## src/hdl/bitmap_missing_value_finder_core_macros.svh

```systemverilog
// ---------------------------------------------------------------------------
// Assertion macros for the bitmap missing value finder
// Shared concurrent assertion forms, clocked on clk_i and disabled in reset.
// ---------------------------------------------------------------------------
`ifndef BITMAP_MISSING_VALUE_FINDER_CORE_MACROS_SVH
`define BITMAP_MISSING_VALUE_FINDER_CORE_MACROS_SVH

// The condition holds at every clock edge.
`define BMVF_ASSERT_IMP(label, ante, cons, msg) \
  label: assert property (@(posedge clk_i) disable iff (!rst_ni) (ante) |-> (cons)) \
    else $error(msg);

// The consequent holds in the cycle after the antecedent.
`define BMVF_ASSERT_NEXT(label, ante, cons, msg) \
  label: assert property (@(posedge clk_i) disable iff (!rst_ni) (ante) |=> (cons)) \
    else $error(msg);

`endif

```

## src/hdl/bmvf_pkg.sv

```systemverilog
// ---------------------------------------------------------------------------
// Bitmap missing value finder package
// Fixed field widths, register indexes and the controller/datapath structs.
// ---------------------------------------------------------------------------
package bmvf_pkg;

  localparam int unsigned VALUE_W   = 32;
  localparam int unsigned CNT_W     = 17;
  localparam int unsigned CFG_IDX_W = 2;
  localparam int unsigned CFG_DAT_W = 32;

  localparam logic [CFG_IDX_W-1:0] CFG_RANGE_BASE  = 2'd0;
  localparam logic [CFG_IDX_W-1:0] CFG_RANGE_COUNT = 2'd1;

  localparam logic [VALUE_W-1:0] RESET_BASE  = 32'd0;
  localparam logic [CNT_W-1:0]   RESET_COUNT = 17'd65536;

  localparam logic MODE_MARK = 1'b0;
  localparam logic MODE_FIND = 1'b1;

  typedef struct packed {
    logic accept;
    logic clr_step;
    logic mark_rd;
    logic mark_wr;
    logic scan_rd;
    logic find_chk;
    logic load_out;
  } bmvf_cmd_t;

  typedef struct packed {
    logic clr_done;
    logic mode;
    logic oor;
    logic cnt_zero;
    logic word_free;
    logic scan_last;
  } bmvf_sts_t;

endpackage

```

## src/hdl/bmvf_ctrl.sv

```systemverilog
// ---------------------------------------------------------------------------
// Bitmap missing value finder controller
// Sequences the clearing pass, mark read-modify-write and the find scan.
// ---------------------------------------------------------------------------
module bmvf_ctrl (
  input  logic               clk_i,
  input  logic               rst_ni,
  input  logic               in_valid_i,
  output logic               in_ready_o,
  output logic               out_valid_o,
  input  logic               out_ready_i,
  input  bmvf_pkg::bmvf_sts_t sts_i,
  output bmvf_pkg::bmvf_cmd_t cmd_o
);

  localparam logic [2:0] ST_CLEAR  = 3'd0;
  localparam logic [2:0] ST_IDLE   = 3'd1;
  localparam logic [2:0] ST_DECIDE = 3'd2;
  localparam logic [2:0] ST_MRD    = 3'd3;
  localparam logic [2:0] ST_MWR    = 3'd4;
  localparam logic [2:0] ST_FRD    = 3'd5;
  localparam logic [2:0] ST_FCHK   = 3'd6;
  localparam logic [2:0] ST_RESP   = 3'd7;

  logic [2:0] state_q, state_d;
  logic       out_valid_q, out_valid_d;

  always_comb begin
    state_d     = state_q;
    cmd_o       = '0;
    in_ready_o  = 1'b0;
    out_valid_d = out_valid_q && !out_ready_i;
    case (state_q)
      ST_CLEAR: begin
        cmd_o.clr_step = 1'b1;
        if (sts_i.clr_done) begin
          state_d = ST_IDLE;
        end
      end
      ST_IDLE: begin
        in_ready_o = 1'b1;
        if (in_valid_i) begin
          cmd_o.accept = 1'b1;
          state_d      = ST_DECIDE;
        end
      end
      ST_DECIDE: begin
        if (sts_i.mode == bmvf_pkg::MODE_MARK) begin
          state_d = sts_i.oor ? ST_RESP : ST_MRD;
        end else begin
          state_d = sts_i.cnt_zero ? ST_RESP : ST_FRD;
        end
      end
      ST_MRD: begin
        cmd_o.mark_rd = 1'b1;
        state_d       = ST_MWR;
      end
      ST_MWR: begin
        cmd_o.mark_wr = 1'b1;
        state_d       = ST_RESP;
      end
      ST_FRD: begin
        cmd_o.scan_rd = 1'b1;
        state_d       = ST_FCHK;
      end
      ST_FCHK: begin
        cmd_o.find_chk = 1'b1;
        // A word with a clear bit, or the last word of the range, ends the scan.
        if (sts_i.word_free || sts_i.scan_last) begin
          state_d = ST_RESP;
        end else begin
          state_d = ST_FRD;
        end
      end
      ST_RESP: begin
        if (!out_valid_q || out_ready_i) begin
          cmd_o.load_out = 1'b1;
          out_valid_d    = 1'b1;
          state_d        = ST_IDLE;
        end
      end
      default: begin
        state_d = ST_IDLE;
      end
    endcase
  end

  always_ff @(posedge clk_i or negedge rst_ni) begin
    if (!rst_ni) begin
      state_q     <= ST_CLEAR;
      out_valid_q <= 1'b0;
    end else begin
      state_q     <= state_d;
      out_valid_q <= out_valid_d;
    end
  end

  assign out_valid_o = out_valid_q;

endmodule

```

## config.mk

```make
export PLATFORM = sky130hd
export DESIGN_NAME = bmvf_ctrl
export DESIGN_NICKNAME = d
export VERILOG_FILES = /design/src/hdl/bitmap_missing_value_finder_core_macros.svh /design/src/hdl/bmvf_pkg.sv /design/src/hdl/bmvf_ctrl.sv
export SDC_FILE = /design/constraint.sdc
export NUM_CORES = 1
export LEC_CHECK = 0
export ABC_AREA = 1
export BUFFER_PORTS_ARGS = -buffer_cell sky130_fd_sc_hd__clkbuf_2
export CORE_AREA = 3 3 40 42
export DETAILED_ROUTE_END_ITERATION = 6
export DIE_AREA = 0 0 43 45
export GPL_TIMING_DRIVEN = 0
export SYNTH_ARGS = -nofsm -noshare
export SYNTH_HDL_FRONTEND = slang
export SYNTH_SLANG_ARGS = --single-unit
```

## constraint.sdc

```tcl
create_clock -name clk_i -period 1.1 [get_ports clk_i]
set_input_delay 0.165 -clock clk_i [delete_from_list [all_inputs] [get_ports clk_i]]
set_output_delay 0.165 -clock clk_i [all_outputs]
set_load 0.005 [all_outputs]
```

==> flow_metrics.env, run 1 <==
export IMPL_outcome="finished with violations"
export IMPL_violations="negative setup slack"
export IMPL_reg2reg_slack_ns=0.09
export IMPL_grt_pass1_vias=352
export IMPL_worstPathArrival_ns=1.12
export IMPL_setup_ws_ns=-0.182
export IMPL_slew_headroom=0.875
export IMPL_post_route_drc_count=0
export IMPL_rr_endpoint="state_q[0]"
export IMPL_grt_setup_unrepaired="yes"
export IMPL_path_max_fanout=8
export IMPL_drv_slew=0
export IMPL_finalNonFillerCells=91
export IMPL_skew_ns=0.00106
export IMPL_cts_tree="built"
export IMPL_p_per_area_nw_per_um2=2650
export IMPL_layout_nets=88
export IMPL_dp_slack_ns=-0.00515
export IMPL_power_w=0.00133
export IMPL_h_tree_depth=1
export IMPL_synthTopCellsByArea="dfrtp_1 31%, nand2_1 13%, inv_1 12%"
export IMPL_setup_viol=8
export IMPL_synth_seq_cells=4
export IMPL_synth_area_per_cell_um2=6.23
export IMPL_grt_use_total=0.104
export IMPL_worstPathRequired_ns=0.94
export IMPL_grt_overflow_total=0
export IMPL_fmax_mhz=780
export IMPL_rr_startpoint="state_q[1]"
export IMPL_grt_max_degree=10
export IMPL_synth_distinct_cells=15
export IMPL_antenna_found_initial=0
export IMPL_final_cell_area_um2=504
export IMPL_ant_nets=0
export IMPL_die_area_um2=1940
export IMPL_netlist_area_um2=318
export IMPL_ir_worst_vdd_mv=1.31
export IMPL_vias=384
export IMPL_syn_nets=61
export IMPL_io_pins=19
export IMPL_p_leak_nw=0.304
export IMPL_coreArea_um2=1280
export IMPL_clock_path_buffers=2
export IMPL_worst_setup_path_start_kind="register"
export IMPL_drt_initial_drc_count=4
export IMPL_die_h_um=45
export IMPL_hold_viol_final=0
export IMPL_yosys_warnings=0
export IMPL_placed_area_um2=427
export IMPL_layout_drive_gt1_share=0.500
export IMPL_worst_pin_slew_ns=0.187
export IMPL_antenna_cells=0
export IMPL_synthCells=51
export IMPL_syn2layout_area_growth_pct=58.7
export IMPL_maxCapViolCount=0
export IMPL_wirelength_um=801
export IMPL_seq_area_um2=103
export IMPL_firstDrtPassIters=4
export IMPL_multi_input_area_um2=179
export IMPL_cts_root_buffer="clkbuf_4"
export IMPL_clkTransAtPathRegs_ns=0.04
export IMPL_start_util=0.247
export IMPL_worstSetupEndpoint="cmd_o[6]"
export IMPL_cp_startpoint="state_q[1]"
export IMPL_hold_path_class="in2reg"
export IMPL_nFillCells=147
export IMPL_dp_cells=84
export IMPL_whs_ns=0.131
export IMPL_numCtsBuffers=3
export IMPL_wire_per_inst_um=8.80
export IMPL_period_share=1.17
export IMPL_place_hpwl_um=636
export IMPL_die_w_um=43
export IMPL_synth_top_area_share=0.315
export IMPL_routabilityCongestion=0.706
export IMPL_vias_per_cell=4.22
export IMPL_end_kind="primary output"
export IMPL_yosysSeqAreaShare=0.315
export IMPL_fin_crit_ns=1.28
export IMPL_rows=13
export IMPL_reg2reg_depth=6
export IMPL_synth_top_area_cell="dfrtp_1"
export IMPL_insertion_delay_ns=0.23
export IMPL_portBuffers=18
export IMPL_setup_worst_path_class="reg2out"
export IMPL_cts_sinks=4
export IMPL_grt_pass1_wl_mm=1.44
-- routing by layer --
| layer | share of wire | global-route usage | up-vias |
|---|---|---|---|
| met1 | 0.44 | 0.117 | 170 |
| met5 | 0 | 0 | - |
| met3 | 0.059 | 0.0637 | 0 |
| met2 | 0.50 | 0.156 | 10 |
| met4 | 0 | 0.0542 | 0 |
| li1 | - | - | 204 |
-- cells by family after synthesis --
logic type / after synthesis / synth area share
AO/OA/AOI/OAI: 2 / 0.0394
flip-flops: 4 / 0.315
AND/OR/NAND/NOR: 32 / 0.469
buffers and inverters: 13 / 0.177
-- worst min-delay path by stage --
stage,slack [ns],cells past startpoint,start,endpoint
CTS,0.12,2,out_ready_i,out_valid_o
detailed placement,-0.02,1,rst_ni,out_valid_o
global route,0.13,2,out_ready_i,out_valid_o
floorplan,-0.13,0,rst_ni,out_valid_o
global placement,-0.03,1,rst_ni,out_valid_o
finish,0.13,2,out_ready_i,out_valid_o
-- synthesized netlist by cell type (all sizes together) --
cell type	instances
o211ai	1
nor3	2
nor2	10
dfrtp	4
buf	1
and2	1
inv	12
nand2	13
nand4	1
o21ai	1
nand3	5
-- area by class of cell --
class                           count  area share
Inverter                           12      0.0943
Multi-Input combinational cell     34       0.355
Sequential cell                     4       0.203
Tap cell                           15      0.0372
Timing Repair Buffer               22       0.243
Clock buffer                        3      0.0447
Buffer                              1      0.0223
-- placed cells by master (no fill, tap or decap), drive strengths merged --
master       instances
clkbuf              18
nand2               13
inv                 12
nor2                10
buf                  7
nand3                5
dfrtp                4
nor3                 2
o21ai                1
nand4                1
and2                 1
o211ai               1
dlygate4sd3          1
-- stage by stage --
| step | utilization | setup TNS, ns |
|---|---|---|
| after floorplan | - | 0 |
| after global placement | 0.332 | 0 |
| after detailed placement | 0.332 | -0.00515 |
| after CTS | 0.368 | -1.25 |
| after global routing | 0.392 | -1.77 |
| final | 0.392 | -1.12 |
-- flip-flops by register name (all words and copies together), names as in the netlist --
signal / flops
out_valid_o: 1
state_q: 3
-- report_power, final --
part	switching (W)	internal (W)	total, W
clock	0.0000588	0.000122	0.000181
combinational	0.000448	0.000385	0.000833
sequential	0.0000904	0.000231	0.000321
-- worst max-delay path: stages, from the launching register on --
cell	delay [ns]
dfrtp_1	0.36
buf_6	0.14
nor2_2	0.11
nand2_1	0.07
nor2_1	0.09
clkbuf_2	0.11
-- repair_timing --
| action | in CTS | in global routing |
|---|---|---|
| hold endpoints to repair | 4 | 0 |
| pin swaps | 0 | 2 |
| setup buffers | 1 | 2 |
| resized for setup | 3 | 9 |
| hold buffers | 1 | 0 |
| endpoints found under the setup margin | 8 | 10 |
(Power assumes the default switching activity.)
==> run 2: changes to the inputs <==
--- a/config.mk
+++ b/config.mk
@@ -11,6 +11,7 @@
 export DETAILED_ROUTE_END_ITERATION = 6
 export DIE_AREA = 0 0 43 45
 export GPL_TIMING_DRIVEN = 0
+export PLACE_DENSITY_LB_ADDON = 0.3
 export SYNTH_ARGS = -nofsm -noshare
 export SYNTH_HDL_FRONTEND = slang
 export SYNTH_SLANG_ARGS = --single-unit
==> run 2 against run 1 <==
Effect of this change: the run still ends with negative setup slack left; worst setup slack gained 0.0030 ns; via count grew 4.4%; sequential power shrank 2%; critical path depth grew 1.
==> flow_metrics.env, run 2 (same netlist as run 1, synthesis figures left out) <==
export IMPL_antenna_found_initial=0
export IMPL_finalNonFillerCells=94
export IMPL_antenna_cells=0
export IMPL_drv_slew=0
export IMPL_numCtsBuffers=3
export IMPL_p_switching_w=0.000659
export IMPL_final_util=0.427
export IMPL_wl_met2_um=391
export IMPL_p_leak_nw=0.333
export IMPL_vias=401
export IMPL_drt_initial_drc_count=2
export IMPL_worst_pin_slew_ns=0.296
export IMPL_ir_worst_vdd_mv=1.33
export IMPL_mostFrequentLayoutCell="clkbuf_2"
export IMPL_p_per_area_nw_per_um2=2740
export IMPL_intPower_w=0.000847
export IMPL_outcome="finished with violations"
export IMPL_whs_ns=0.127
export IMPL_clockPowerShare=0.124
export IMPL_grt_setup_unrepaired="yes"
export IMPL_nFillCells=139
export IMPL_ant_nets=0
export IMPL_seqPwrFrac=0.210
export IMPL_min_from="out_ready_i"
export IMPL_path_max_fanout=7
export IMPL_start_util=0.247
export IMPL_dp_cells=84
export IMPL_top_layer="met4"
export IMPL_die_h_um=45
export IMPL_p_comb_frac=0.667
export IMPL_wirelength_um=830
export IMPL_hold_path_class="in2reg"
export IMPL_crit_path_cell_trace="buf_6, nand2_4, nor2_4, inv_2, nor2_2, clkbuf_2"
export IMPL_violations="negative setup slack"
export IMPL_setup_worst_path_class="reg2out"
export IMPL_portBuffers=18
export IMPL_rr_startpoint="state_q[1]"
export IMPL_max_stage_delay_ns=0.33
export IMPL_post_route_drc_count=0
export IMPL_vias_per_cell=4.27
export IMPL_period_share=1.16
export IMPL_cts_root_buffer="clkbuf_4"
export IMPL_grt_pass1_wl_mm=1.31
export IMPL_largest_reg_flops=3
export IMPL_syn2layout_area_growth_pct=72.8
export IMPL_route_met3_wl_um=89
export IMPL_grt_max_degree=8
export IMPL_routabilityCongestion=0.688
export IMPL_layout_nets=91
export IMPL_setup_ws_ns=-0.179
export IMPL_die_w_um=43
export IMPL_cts_tree="built"
export IMPL_reg2reg_slack_ns=-0.01
export IMPL_hold_path_end="out_valid_o"
export IMPL_worstPathRequired_ns=0.94
export IMPL_end_kind="primary output"
export IMPL_grt_overflow_total=0
export IMPL_place_hpwl_um=594
export IMPL_firstDrtPassIters=2
export IMPL_skew_ns=0.00173
export IMPL_maxCapViolCount=0
export IMPL_slew_headroom=0.802
export IMPL_fmax_mhz=782
export IMPL_holdPathStages=2
export IMPL_worstPathArrival_ns=1.11
export IMPL_worst_setup_path_start_kind="register"
export IMPL_grt_pass1_vias=349
export IMPL_top_register="state_q"
export IMPL_wire_per_inst_um=8.83
export IMPL_coreArea_um2=1280
export IMPL_io_pins=19
export IMPL_fin_crit_ns=1.28
export IMPL_rows=13
export IMPL_h_tree_depth=1
export IMPL_die_area_um2=1940
export IMPL_cts_sinks=4
export IMPL_layout_drive_gt1_share=0.544
export IMPL_reg2reg_depth=7
export IMPL_insertion_delay_ns=0.24
export IMPL_hold_viol_final=0
export IMPL_p_sw_frac=0.437
export IMPL_rr_endpoint="state_q[0]"
export IMPL_setup_viol=9
export IMPL_mostFrequentLayoutCells="14 x clkbuf_2, 10 x nand2_1, 8 x inv_1"
export IMPL_clock_path_buffers=2
export IMPL_met1_length_um=335
export IMPL_clkTransAtPathRegs_ns=0.04
export IMPL_crit_path_top_delay_cell="dfrtp_1"
export IMPL_grt_use_total=0.0946
## run 2: cell count changes in the layout (fill, tap and decap cells not counted), sizes merged
| cell | change |
|---|---|
| buf | +4 |
| clkbuf | -1 |
## run 2: per-stage QoR
| stage | setup WS (ns) | power [W] | TNS [ns] | instance area (um^2) |
|---|---|---|---|---|
| 4_1_cts | -0.196 | 0.00130 | -1.16 | 488 |
| 3_3_place_gp | 0.0304 | 0.000983 | 0 | 427 |
| 3_5_place_dp | 0.0117 | 0.000986 | 0 | 427 |
| 6_report | -0.179 | 0.00151 | -1.13 | 549 |
| 5_1_grt | -0.258 | 0.00165 | -1.78 | 549 |
| 2_1_floorplan | 0.143 | 0.000777 | 0 | 318 |
## run 2: worst max-delay path by stage
stage,endpoint,slack [ns],start,cells past startpoint
2_1_floorplan,state_q[0],0.14,state_q[1],6
3_3_place_gp,cmd_o[0],0.03,state_q[1],6
3_5_place_dp,cmd_o[0],0.01,state_q[1],6
4_1_cts,cmd_o[0],-0.20,state_q[1],6
5_1_grt,cmd_o[0],-0.26,state_q[1],6
6_report,cmd_o[0],-0.18,state_q[1],6
## run 2: area by class of cell
class	instances	area, um^2	share of cell area
buffer	1	11.3	0.0205
clock buffer	3	22.5	0.0410
inverter	12	47.5	0.0866
multi-input combinational	34	194	0.353
sequential	4	103	0.187
tap	15	18.8	0.0342
timing repair buffer	25	153	0.278
## run 2: critical path: cells and delay by family (launching register included)
kind	cells	cell delay [ns]
AND/OR/NAND/NOR	3	0.26
flip-flops	1	0.33
buffers and inverters	3	0.30
## run 2: power groups by stage
stage	clock [W]	combinational, W	sequential [W]
6_report	0.000186	0.00100	0.000316
5_1_grt	0.000199	0.00112	0.000328
4_1_cts	0.000197	0.000804	0.000303
3_5_place_dp	0	0.000700	0.000286
3_3_place_gp	0	0.000694	0.000289
2_1_floorplan	0	0.000498	0.000279
## run 2: routing by layer
metal,vias to the layer above,track usage
li1,210,-
met1,174,0.105
met2,15,0.144
met3,2,0.0518
met4,0,0.0542
met5,-,0
## run 2: timing repair
| action | 4_1_cts | 5_1_grt |
|---|---|---|
| setup buffers | 2 | 4 |
| pin swaps | 0 | 2 |
| endpoints found under the setup margin | 8 | 10 |
| gates resized for setup | 6 | 14 |
| hold buffers | 1 | 0 |
| hold endpoints to repair | 4 | 0 |
